**config.mk**
```make
export PLATFORM = sky130hd
export DESIGN_NAME = keystroke_line_edit_buffer_unit
export DESIGN_NICKNAME = d
export VERILOG_FILES = /design/src/design/kleb_pkg.sv /design/src/design/kleb_key_decode.sv /design/src/design/keystroke_line_edit_buffer_unit.sv
export SDC_FILE = /design/constraint.sdc
export NUM_CORES = 2
export LEC_CHECK = 0
export ABC_AREA = 1
export ABC_CLOCK_PERIOD_IN_PS = 14300
export CAP_MARGIN = 20
export CORE_MARGIN = 1.5
export CORE_UTILIZATION = 30
export CTS_CLUSTER_DIAMETER = 50
export CTS_CLUSTER_SIZE = 24
export DETAILED_ROUTE_END_ITERATION = 8
export DONT_BUFFER_PORTS = 1
export PLACE_DENSITY = 0.43
export SYNTH_ARGS = -nofsm -noshare
export SYNTH_HDL_FRONTEND = slang
export SYNTH_SLANG_ARGS = --single-unit
```
**constraint.sdc**
```tcl
create_clock -name i_clk -period 14.3 [get_ports i_clk]
set_clock_uncertainty 0.2 [all_clocks]
set_input_delay 0.715 -clock i_clk [delete_from_list [all_inputs] [get_ports i_clk]]
set_output_delay 0.715 -clock i_clk [all_outputs]
set_load 0.01 [all_outputs]
```
**src/design/kleb_pkg.sv**
```systemverilog
// kleb_pkg: shared types and key codes for the keystroke line edit buffer
// used by kleb_key_decode and keystroke_line_edit_buffer_unit; no dependencies

package kleb_pkg;

    // operation codes of an input transaction
    localparam logic [1:0] OP_KEY   = 2'd0;
    localparam logic [1:0] OP_READ  = 2'd1;
    localparam logic [1:0] OP_CLEAR = 2'd2;

    // key codes
    localparam logic [7:0] KEY_BS       = 8'd8;
    localparam logic [7:0] KEY_TAB      = 8'd9;
    localparam logic [7:0] KEY_LF       = 8'd10;
    localparam logic [7:0] KEY_CR       = 8'd13;
    localparam logic [7:0] KEY_ESC      = 8'd27;
    localparam logic [7:0] KEY_PRINT_LO = 8'd32;
    localparam logic [7:0] KEY_LBRACKET = 8'd91;
    localparam logic [7:0] KEY_UP_C     = 8'd67;
    localparam logic [7:0] KEY_UP_D     = 8'd68;
    localparam logic [7:0] KEY_PRINT_HI = 8'd126;
    localparam logic [7:0] KEY_DEL      = 8'd127;

    // escape sequence progress
    typedef enum logic [1:0] {
        ESC_NONE    = 2'd0,
        ESC_SEEN    = 2'd1,
        ESC_BRACKET = 2'd2
    } t_esc;

    // edit action chosen for one transaction
    typedef enum logic [2:0] {
        ACT_NONE,
        ACT_INSERT,
        ACT_DELETE,
        ACT_LEFT,
        ACT_RIGHT,
        ACT_READ,
        ACT_CLEAR
    } t_act;

    // decoded command handed from the decoder to the sequencer
    typedef struct packed {
        t_act       act;
        logic [7:0] ins_char;
        logic       enter;
        t_esc       esc_next;
    } t_key_cmd;

    // sequencer states
    typedef enum logic [2:0] {
        S_IDLE,
        S_INS_RD,
        S_INS_WR,
        S_DEL_RD,
        S_DEL_WR,
        S_READ,
        S_RESP
    } t_state;

endpackage

```
**src/design/kleb_key_decode.sv**
```systemverilog
// kleb_key_decode: turns op, key byte and escape progress into an edit command
// depends on kleb_pkg

module kleb_key_decode (
    input  logic [1:0]          i_op,
    input  logic [7:0]          i_key_byte,
    input  kleb_pkg::t_esc      i_esc,
    output kleb_pkg::t_key_cmd  o_cmd
);

    always_comb begin
        o_cmd          = '0;
        o_cmd.act      = kleb_pkg::ACT_NONE;
        o_cmd.ins_char = i_key_byte;
        o_cmd.enter    = 1'b0;
        o_cmd.esc_next = i_esc;
        case (i_op)
            kleb_pkg::OP_KEY: begin
                case (i_esc)
                    // second byte of an escape sequence
                    kleb_pkg::ESC_SEEN: begin
                        o_cmd.esc_next = (i_key_byte == kleb_pkg::KEY_LBRACKET) ?
                                         kleb_pkg::ESC_BRACKET : kleb_pkg::ESC_NONE;
                    end
                    // third byte: arrow keys, anything else is swallowed
                    kleb_pkg::ESC_BRACKET: begin
                        o_cmd.esc_next = kleb_pkg::ESC_NONE;
                        if (i_key_byte == kleb_pkg::KEY_UP_D) begin
                            o_cmd.act = kleb_pkg::ACT_LEFT;
                        end else if (i_key_byte == kleb_pkg::KEY_UP_C) begin
                            o_cmd.act = kleb_pkg::ACT_RIGHT;
                        end
                    end
                    default: begin
                        o_cmd.esc_next = kleb_pkg::ESC_NONE;
                        if (i_key_byte == kleb_pkg::KEY_TAB) begin
                            o_cmd.act      = kleb_pkg::ACT_INSERT;
                            o_cmd.ins_char = kleb_pkg::KEY_LF;
                        end else if (i_key_byte inside {kleb_pkg::KEY_LF, kleb_pkg::KEY_CR}) begin
                            o_cmd.enter = 1'b1;
                        end else if (i_key_byte == kleb_pkg::KEY_ESC) begin
                            o_cmd.esc_next = kleb_pkg::ESC_SEEN;
                        end else if (i_key_byte inside {kleb_pkg::KEY_DEL, kleb_pkg::KEY_BS}) begin
                            o_cmd.act = kleb_pkg::ACT_DELETE;
                        end else if (i_key_byte inside
                                     {[kleb_pkg::KEY_PRINT_LO:kleb_pkg::KEY_PRINT_HI]}) begin
                            o_cmd.act = kleb_pkg::ACT_INSERT;
                        end
                    end
                endcase
            end
            kleb_pkg::OP_READ: begin
                o_cmd.act = kleb_pkg::ACT_READ;
            end
            kleb_pkg::OP_CLEAR: begin
                o_cmd.act      = kleb_pkg::ACT_CLEAR;
                o_cmd.esc_next = kleb_pkg::ESC_NONE;
            end
            default: begin
                o_cmd.act = kleb_pkg::ACT_NONE;
            end
        endcase
    end

endmodule

```
**src/design/keystroke_line_edit_buffer_unit.sv**
```systemverilog
// keystroke_line_edit_buffer_unit: line edit buffer with cursor, text memory and sequencer
// depends on kleb_pkg and kleb_key_decode
//
//  channel | direction | handshake          | payload
//  --------+-----------+--------------------+-------------------------------------------
//  input   | in        | i_valid / o_stall  | i_op, i_key_byte, i_read_index
//  output  | out       | o_valid / i_stall  | o_read_char, o_text_length,
//          |           |                    | o_cursor_position, o_enter_seen, o_overflow
//
// one transaction at a time; the text memory has one write and one read port, so
// insert and delete move one character per pass through a read state and a write
// state (S_INS_RD then S_INS_WR, S_DEL_RD then S_DEL_WR); a read below the length
// passes through S_READ, and every transaction ends in S_RESP.
// reset clears length, cursor and escape progress; text memory contents are not cleared.
// a result waiting under i_stall holds the sequencer in its response state.

module keystroke_line_edit_buffer_unit #(
    parameter int BUFFER_DEPTH = 256
) (
    input  logic       i_clk,
    input  logic       i_rst_n,
    input  logic       i_valid,
    output logic       o_stall,
    input  logic [1:0] i_op,
    input  logic [7:0] i_key_byte,
    input  logic [7:0] i_read_index,
    output logic       o_valid,
    input  logic       i_stall,
    output logic [7:0] o_read_char,
    output logic [8:0] o_text_length,
    output logic [8:0] o_cursor_position,
    output logic       o_enter_seen,
    output logic       o_overflow
);

    localparam int LW = $clog2(BUFFER_DEPTH + 1);
    localparam int AW = $clog2(BUFFER_DEPTH);
    localparam int CW = (LW > 8) ? LW : 8;
    localparam int OW = (LW > 9) ? LW : 9;
    localparam logic [LW-1:0] LEN_FULL = LW'(BUFFER_DEPTH);
    localparam logic [LW-1:0] ONE      = LW'(1);

    kleb_pkg::t_state   r_state, n_state;
    kleb_pkg::t_esc     r_esc, n_esc;
    kleb_pkg::t_key_cmd w_cmd;

    logic [LW-1:0] r_len, n_len;
    logic [LW-1:0] r_cursor, n_cursor;
    logic [LW-1:0] r_ptr, n_ptr;
    logic [7:0]    r_char, n_char;
    logic [7:0]    r_rd, n_rd;
    logic          r_enter, n_enter;
    logic          r_ovf, n_ovf;
    logic          r_o_valid, n_o_valid;
    logic          w_load;

    // text memory, one write and one registered read per cycle
    logic [7:0]    r_mem [BUFFER_DEPTH];
    logic [7:0]    r_rdata;
    logic          w_we;
    logic [AW-1:0] w_waddr, w_raddr;
    logic [7:0]    w_wdata;

    // shared pointer step and compare unit
    logic [LW-1:0] w_ptr_dec, w_ptr_inc, w_cmp_a, w_cmp_b;
    logic          w_cmp_lt;
    logic [CW-1:0] w_idx_ext, w_len_ext;
    logic [OW-1:0] w_len_out, w_cur_out;

    kleb_key_decode u_decode (
        .i_op       (i_op),
        .i_key_byte (i_key_byte),
        .i_esc      (r_esc),
        .o_cmd      (w_cmd)
    );

    assign w_ptr_dec = r_ptr - ONE;
    assign w_ptr_inc = r_ptr + ONE;
    assign w_cmp_lt  = w_cmp_a < w_cmp_b;
    assign w_idx_ext = CW'(i_read_index);
    assign w_len_ext = CW'(r_len);
    assign w_len_out = OW'(r_len);
    assign w_cur_out = OW'(r_cursor);

    assign o_stall = (r_state != kleb_pkg::S_IDLE);
    assign o_valid = r_o_valid;

    // compare operands follow the loop being run
    always_comb begin
        case (r_state)
            kleb_pkg::S_DEL_RD: begin
                w_cmp_a = w_ptr_inc;
                w_cmp_b = r_len;
            end
            default: begin
                w_cmp_a = r_cursor;
                w_cmp_b = r_ptr;
            end
        endcase
    end

    // next state and datapath control
    always_comb begin
        n_state   = r_state;
        n_esc     = r_esc;
        n_len     = r_len;
        n_cursor  = r_cursor;
        n_ptr     = r_ptr;
        n_char    = r_char;
        n_rd      = r_rd;
        n_enter   = r_enter;
        n_ovf     = r_ovf;
        n_o_valid = r_o_valid;
        w_load    = 1'b0;
        w_we      = 1'b0;
        w_waddr   = r_ptr[AW-1:0];
        w_wdata   = r_rdata;
        w_raddr   = w_ptr_dec[AW-1:0];

        // taken result frees the output register
        if (r_o_valid && !i_stall) begin
            n_o_valid = 1'b0;
        end

        case (r_state)
            kleb_pkg::S_IDLE: begin
                w_raddr = w_idx_ext[AW-1:0];
                if (i_valid) begin
                    n_esc   = w_cmd.esc_next;
                    n_rd    = 8'd0;
                    n_enter = w_cmd.enter;
                    n_ovf   = 1'b0;
                    n_char  = w_cmd.ins_char;
                    n_state = kleb_pkg::S_RESP;
                    case (w_cmd.act)
                        kleb_pkg::ACT_INSERT: begin
                            if (r_len == LEN_FULL) begin
                                n_ovf = 1'b1;
                            end else begin
                                n_ptr   = r_len;
                                n_state = kleb_pkg::S_INS_RD;
                            end
                        end
                        kleb_pkg::ACT_DELETE: begin
                            if (r_cursor != '0) begin
                                n_ptr   = r_cursor - ONE;
                                n_state = kleb_pkg::S_DEL_RD;
                            end
                        end
                        kleb_pkg::ACT_LEFT: begin
                            if (r_cursor != '0) begin
                                n_cursor = r_cursor - ONE;
                            end
                        end
                        kleb_pkg::ACT_RIGHT: begin
                            if (r_cursor < r_len) begin
                                n_cursor = r_cursor + ONE;
                            end
                        end
                        kleb_pkg::ACT_READ: begin
                            if (w_idx_ext < w_len_ext) begin
                                n_state = kleb_pkg::S_READ;
                            end
                        end
                        kleb_pkg::ACT_CLEAR: begin
                            n_len    = '0;
                            n_cursor = '0;
                        end
                        default: begin
                            n_state = kleb_pkg::S_RESP;
                        end
                    endcase
                end
            end
            // insert: fetch the character left of the pointer, or drop in the new one
            kleb_pkg::S_INS_RD: begin
                if (w_cmp_lt) begin
                    n_state = kleb_pkg::S_INS_WR;
                end else begin
                    w_we     = 1'b1;
                    w_waddr  = r_cursor[AW-1:0];
                    w_wdata  = r_char;
                    n_cursor = r_cursor + ONE;
                    n_len    = r_len + ONE;
                    n_state  = kleb_pkg::S_RESP;
                end
            end
            kleb_pkg::S_INS_WR: begin
                w_we    = 1'b1;
                n_ptr   = w_ptr_dec;
                n_state = kleb_pkg::S_INS_RD;
            end
            // delete: pull the character right of the pointer one place left
            kleb_pkg::S_DEL_RD: begin
                w_raddr = w_ptr_inc[AW-1:0];
                if (w_cmp_lt) begin
                    n_state = kleb_pkg::S_DEL_WR;
                end else begin
                    n_cursor = r_cursor - ONE;
                    n_len    = r_len - ONE;
                    n_state  = kleb_pkg::S_RESP;
                end
            end
            kleb_pkg::S_DEL_WR: begin
                w_we    = 1'b1;
                n_ptr   = w_ptr_inc;
                n_state = kleb_pkg::S_DEL_RD;
            end
            kleb_pkg::S_READ: begin
                n_rd    = r_rdata;
                n_state = kleb_pkg::S_RESP;
            end
            // hand the result over once the output register is free
            kleb_pkg::S_RESP: begin
                if (!r_o_valid || !i_stall) begin
                    w_load    = 1'b1;
                    n_o_valid = 1'b1;
                    n_state   = kleb_pkg::S_IDLE;
                end
            end
            default: begin
                n_state = kleb_pkg::S_IDLE;
            end
        endcase
    end

    // control registers
    always_ff @(posedge i_clk) begin
        if (!i_rst_n) begin
            r_state   <= kleb_pkg::S_IDLE;
            r_esc     <= kleb_pkg::ESC_NONE;
            r_len     <= '0;
            r_cursor  <= '0;
            r_o_valid <= 1'b0;
        end else begin
            r_state   <= n_state;
            r_esc     <= n_esc;
            r_len     <= n_len;
            r_cursor  <= n_cursor;
            r_o_valid <= n_o_valid;
        end
    end

    // working registers
    always_ff @(posedge i_clk) begin
        r_ptr   <= n_ptr;
        r_char  <= n_char;
        r_rd    <= n_rd;
        r_enter <= n_enter;
        r_ovf   <= n_ovf;
    end

    // result register
    always_ff @(posedge i_clk) begin
        if (w_load) begin
            o_read_char       <= r_rd;
            o_text_length     <= w_len_out[8:0];
            o_cursor_position <= w_cur_out[8:0];
            o_enter_seen      <= r_enter;
            o_overflow        <= r_ovf;
        end
    end

    // text memory
    always_ff @(posedge i_clk) begin
        if (w_we) begin
            r_mem[w_waddr] <= w_wdata;
        end
        r_rdata <= r_mem[w_raddr];
    end

endmodule

```
==> impl_results.md <==
* Post-synth top area share at 0.689
* CP endpoint kind: register
* Max Cap Viol at 0
* Routed wire length at 294000 um
* Dpl ws at between 7 and 8 ns
* Largest net degree at the start of global routing at approximately 210
* Min cycle time layout at around 6.4 ns
* Nets at 8693
* Max frequency at 0.156 GHz
* Vias in the first global route at 62100
* Least-Margin Pin Slew at 1.21 ns
* Status: completed
* Synth area leader: edfxtp_1
* Rows at just over 200
* Arrival @ worst endpoint at 6.64 ns
* First-pass GRT wire length at 427000 um
* Routed vias at between 60000 and 70000
* Placeable Area at 303000 um^2
* Synthesized cell area at 91600 um^2
* Final slew viol count at 0
* Worst path max stage delay at 0.89 ns
* RR Startpoint: r_state[0]
* Setup_tns at 0 ns
* Synth Register Bits at 2135
* CTS Hold Bufs at 13
* GRT Util Overall at 0.187
* CTS tree: done
* Main synth FF type: edfxtp_1
* Setup Buffers After CTS at 0
* Number of flops mapped to enable cells by yosys at 2103
* Async SR Flop Fraction at 0
* Worst Setup SP: r_state[0]
* Met1 usage at 0.261
* Post-DRT Antenna Nets at 0
* RD Place Congestion at between 0.8 and 0.9
* Initial core utilization at 0.302
* Iter 0 DRT Violations at 5508
* Internal reg-to-reg setup slack at ~8 ns
* Fin area at 105000 um^2
* CTS buffer count at around 270
* Initial antenna violation count at 19
* Via density at 4.87
* Cells after Synth at a little under 9000
* Placed Cells at 12300
* Crit path kind: register to register
* Most numerous cell in the Yosys netlist: nand2_1
* RSZ-0062 raised after global routing: false
* Most frequent CP cell: nand2_1
* Register area share after synthesis at 0.696
* Worst-path fanout max at 28
* WP data required at 14.55 ns
* DP Area at between 90000 and 100000 um^2
* Top Usage Layer GRT: met2
* Hold Path Sink: r_esc[0]
* Post-Layout Cell Count at 12800
* Avg WL per Cell at 22.9 um
* Setup ws final at around 7.9 ns
* DRC at 0
* CTS root buffer: clkbuf_16
* HP Start: i_key_byte[1]
* R2R Path End: r_mem[34][5]
* DRT Pass-1 Iters at 8
* Clk buf depth at 4
* Grt met2 use at 0.296
* Post-DP HPWL at 167000 um
* Clock transition at the registers of the reported paths at 0.06 ns
* Grt ovf at 0
* Crit path buffers/inverters at 2
* # port buffers at 0
* CTS resizes at 0
* Synth Area per Inst at around 10 um^2
* CP startpoint kind: register
* Final setup fails at 0
* Layout cells sized above 1 at 0.0702
* Yosys cell types at 41
* Worst path slowest cell: nand2_1
* Final Cycle Share at 0.447
* Global-route met3 utilization at 0.0307
* Fin. Hold Viols at 0
* Die H at 556 um
* Synth area leaders: edfxtp_1 69%, nand2_1 17%, nand3_1 6.4%, buf_2 2.1%, nor2_1 1.4%
* Worst skew pair latency at 0.87 ns
* Crit path max-delay family: simple AND/OR/NAND/NOR gates
* Worst-path cell chain: nand2_1 -> nor2_2 -> buf_4 -> nand2_1 -> o21ai_0 -> ha_1 -> a21oi_1 -> o21ai_0 -> a21oi_1 -> nand2_4 -> nand2_4 -> nand2_1 -> o21ai_2 -> inv_2 -> nor2_2 -> nand2_1 -> nor2_1
* Synthesis-to-finish area growth at 14.1%
* Synth warn at 0
* Max-slew headroom at 0.196
* FF-to-FF path depth at 17
* Syn Nets at about 8800
* Die area at 309000 um^2
* IO Count at between 50 and 60
* TritonCTS sink count at around 2100
* CTS H-tree lvls at 5
* Hold Crit Depth at 5
* Synth top cells by count: 4114 x nand2_1, 2103 x edfxtp_1, 1163 x nand3_1, 378 x buf_2, 346 x nor2_1
* Min-delay worst type: input pin to register
* Chip width at 556 um
## cell families (layout without fill, tap and decap cells)
kind of cell,count (synthesis),in the layout,share of synthesized area
AO/OA/AOI/OAI,184,184,0.0112
XOR/XNOR,22,22,0.00210
adder cells (fa/ha/maj),40,40,0.00554
buffers and inverters,684,758,0.0333
flip-flops,2135,2135,0.696
other,0,7,0
AND/OR/NAND/NOR,5695,5695,0.252
## registers in the layout, indices dropped and copies added (netlist names), 2 cells and up
name               count
r_rd                   8
o_cursor_position      9
r_esc                  2
r_ptr                  9
r_len                  9
r_cursor               9
r_mem               2048
o_text_length          9
r_state                3
r_rdata                8
o_read_char            8
r_char                 8
## how the worst max path moves through the flow
stage | endpoint | slack, ns | depth (start not counted)
2_1_floorplan | r_mem[0][5] | 2.80 | 15
3_3_place_gp | r_mem[34][4] | 7.73 | 17
3_5_place_dp | r_mem[40][3] | 7.80 | 17
4_1_cts | r_mem[40][3] | 7.80 | 17
5_1_grt | r_mem[38][3] | 7.38 | 17
6_report | r_mem[34][5] | 7.90 | 17
## area by class of cell
type	count	area (um^2)
clock inverters	183	1960
clock buffers	291	6980
well taps	3978	4980
inverters	177	664
repair buffers	107	1110
flip-flops and latches	2135	63800
fillers	30500	199000
diodes	7	17.5
multi-input cells	5941	25100
## worst reg2reg max path, delay by kind of cell, from the launching register on
family / cells / cell delay (ns)
AO/OA/AOI/OAI: 5 / 0.79
flip-flops: 1 / 0.54
AND/OR/NAND/NOR: 9 / 3.82
adder cells (fa/ha/maj): 1 / 0.28
buffers and inverters: 2 / 0.41
## through the flow
stage | util | hold WS (ns)
after floorplan | - | 0.200
after global placement | 0.315 | 0.210
after detailed placement | 0.315 | 0.211
after CTS | 0.345 | 0.00667
after global routing | 0.345 | 0.0619
final | 0.345 | 0.0835
## layout by cell type (no fill, tap or decap), types with 6 or more instances in the layout
cell type	instances
a21oi_1	46
a21oi_4	8
buf_12	20
buf_4	73
bufinv_16	20
clkbuf_1	14
clkbuf_16	277
clkinv_1	26
clkinv_2	16
clkinv_4	38
clkinv_8	7
clkinvlp_4	24
dfxtp_1	32
diode_2	7
dlygate4sd3_1	13
edfxtp_1	2103
ha_1	39
inv_1	163
inv_2	9
inv_6	36
inv_8	19
nand2_1	4110
nand2_2	15
nand2_4	6
nand3_1	1144
nand3_2	19
nand4_1	12
nor2_1	341
nor2_2	10
nor2_4	10
nor3_1	17
o211ai_1	27
o21ai_0	43
o21ai_1	42
xor2_1	21
## per-layer routing
| metal | share of wire | vias up |
|---|---|---|
| met2 | 0.45 | 1861 |
| li1 | - | 29300 |
| met1 | 0.46 | 30800 |
| met4 | 0.030 | 2 |
| met5 | 0.000024 | - |
| met3 | 0.058 | 459 |
Power is left out: the tool's default activity adds up to more than one toggle a clock period on the data nets, which glitch-free logic cannot reach.
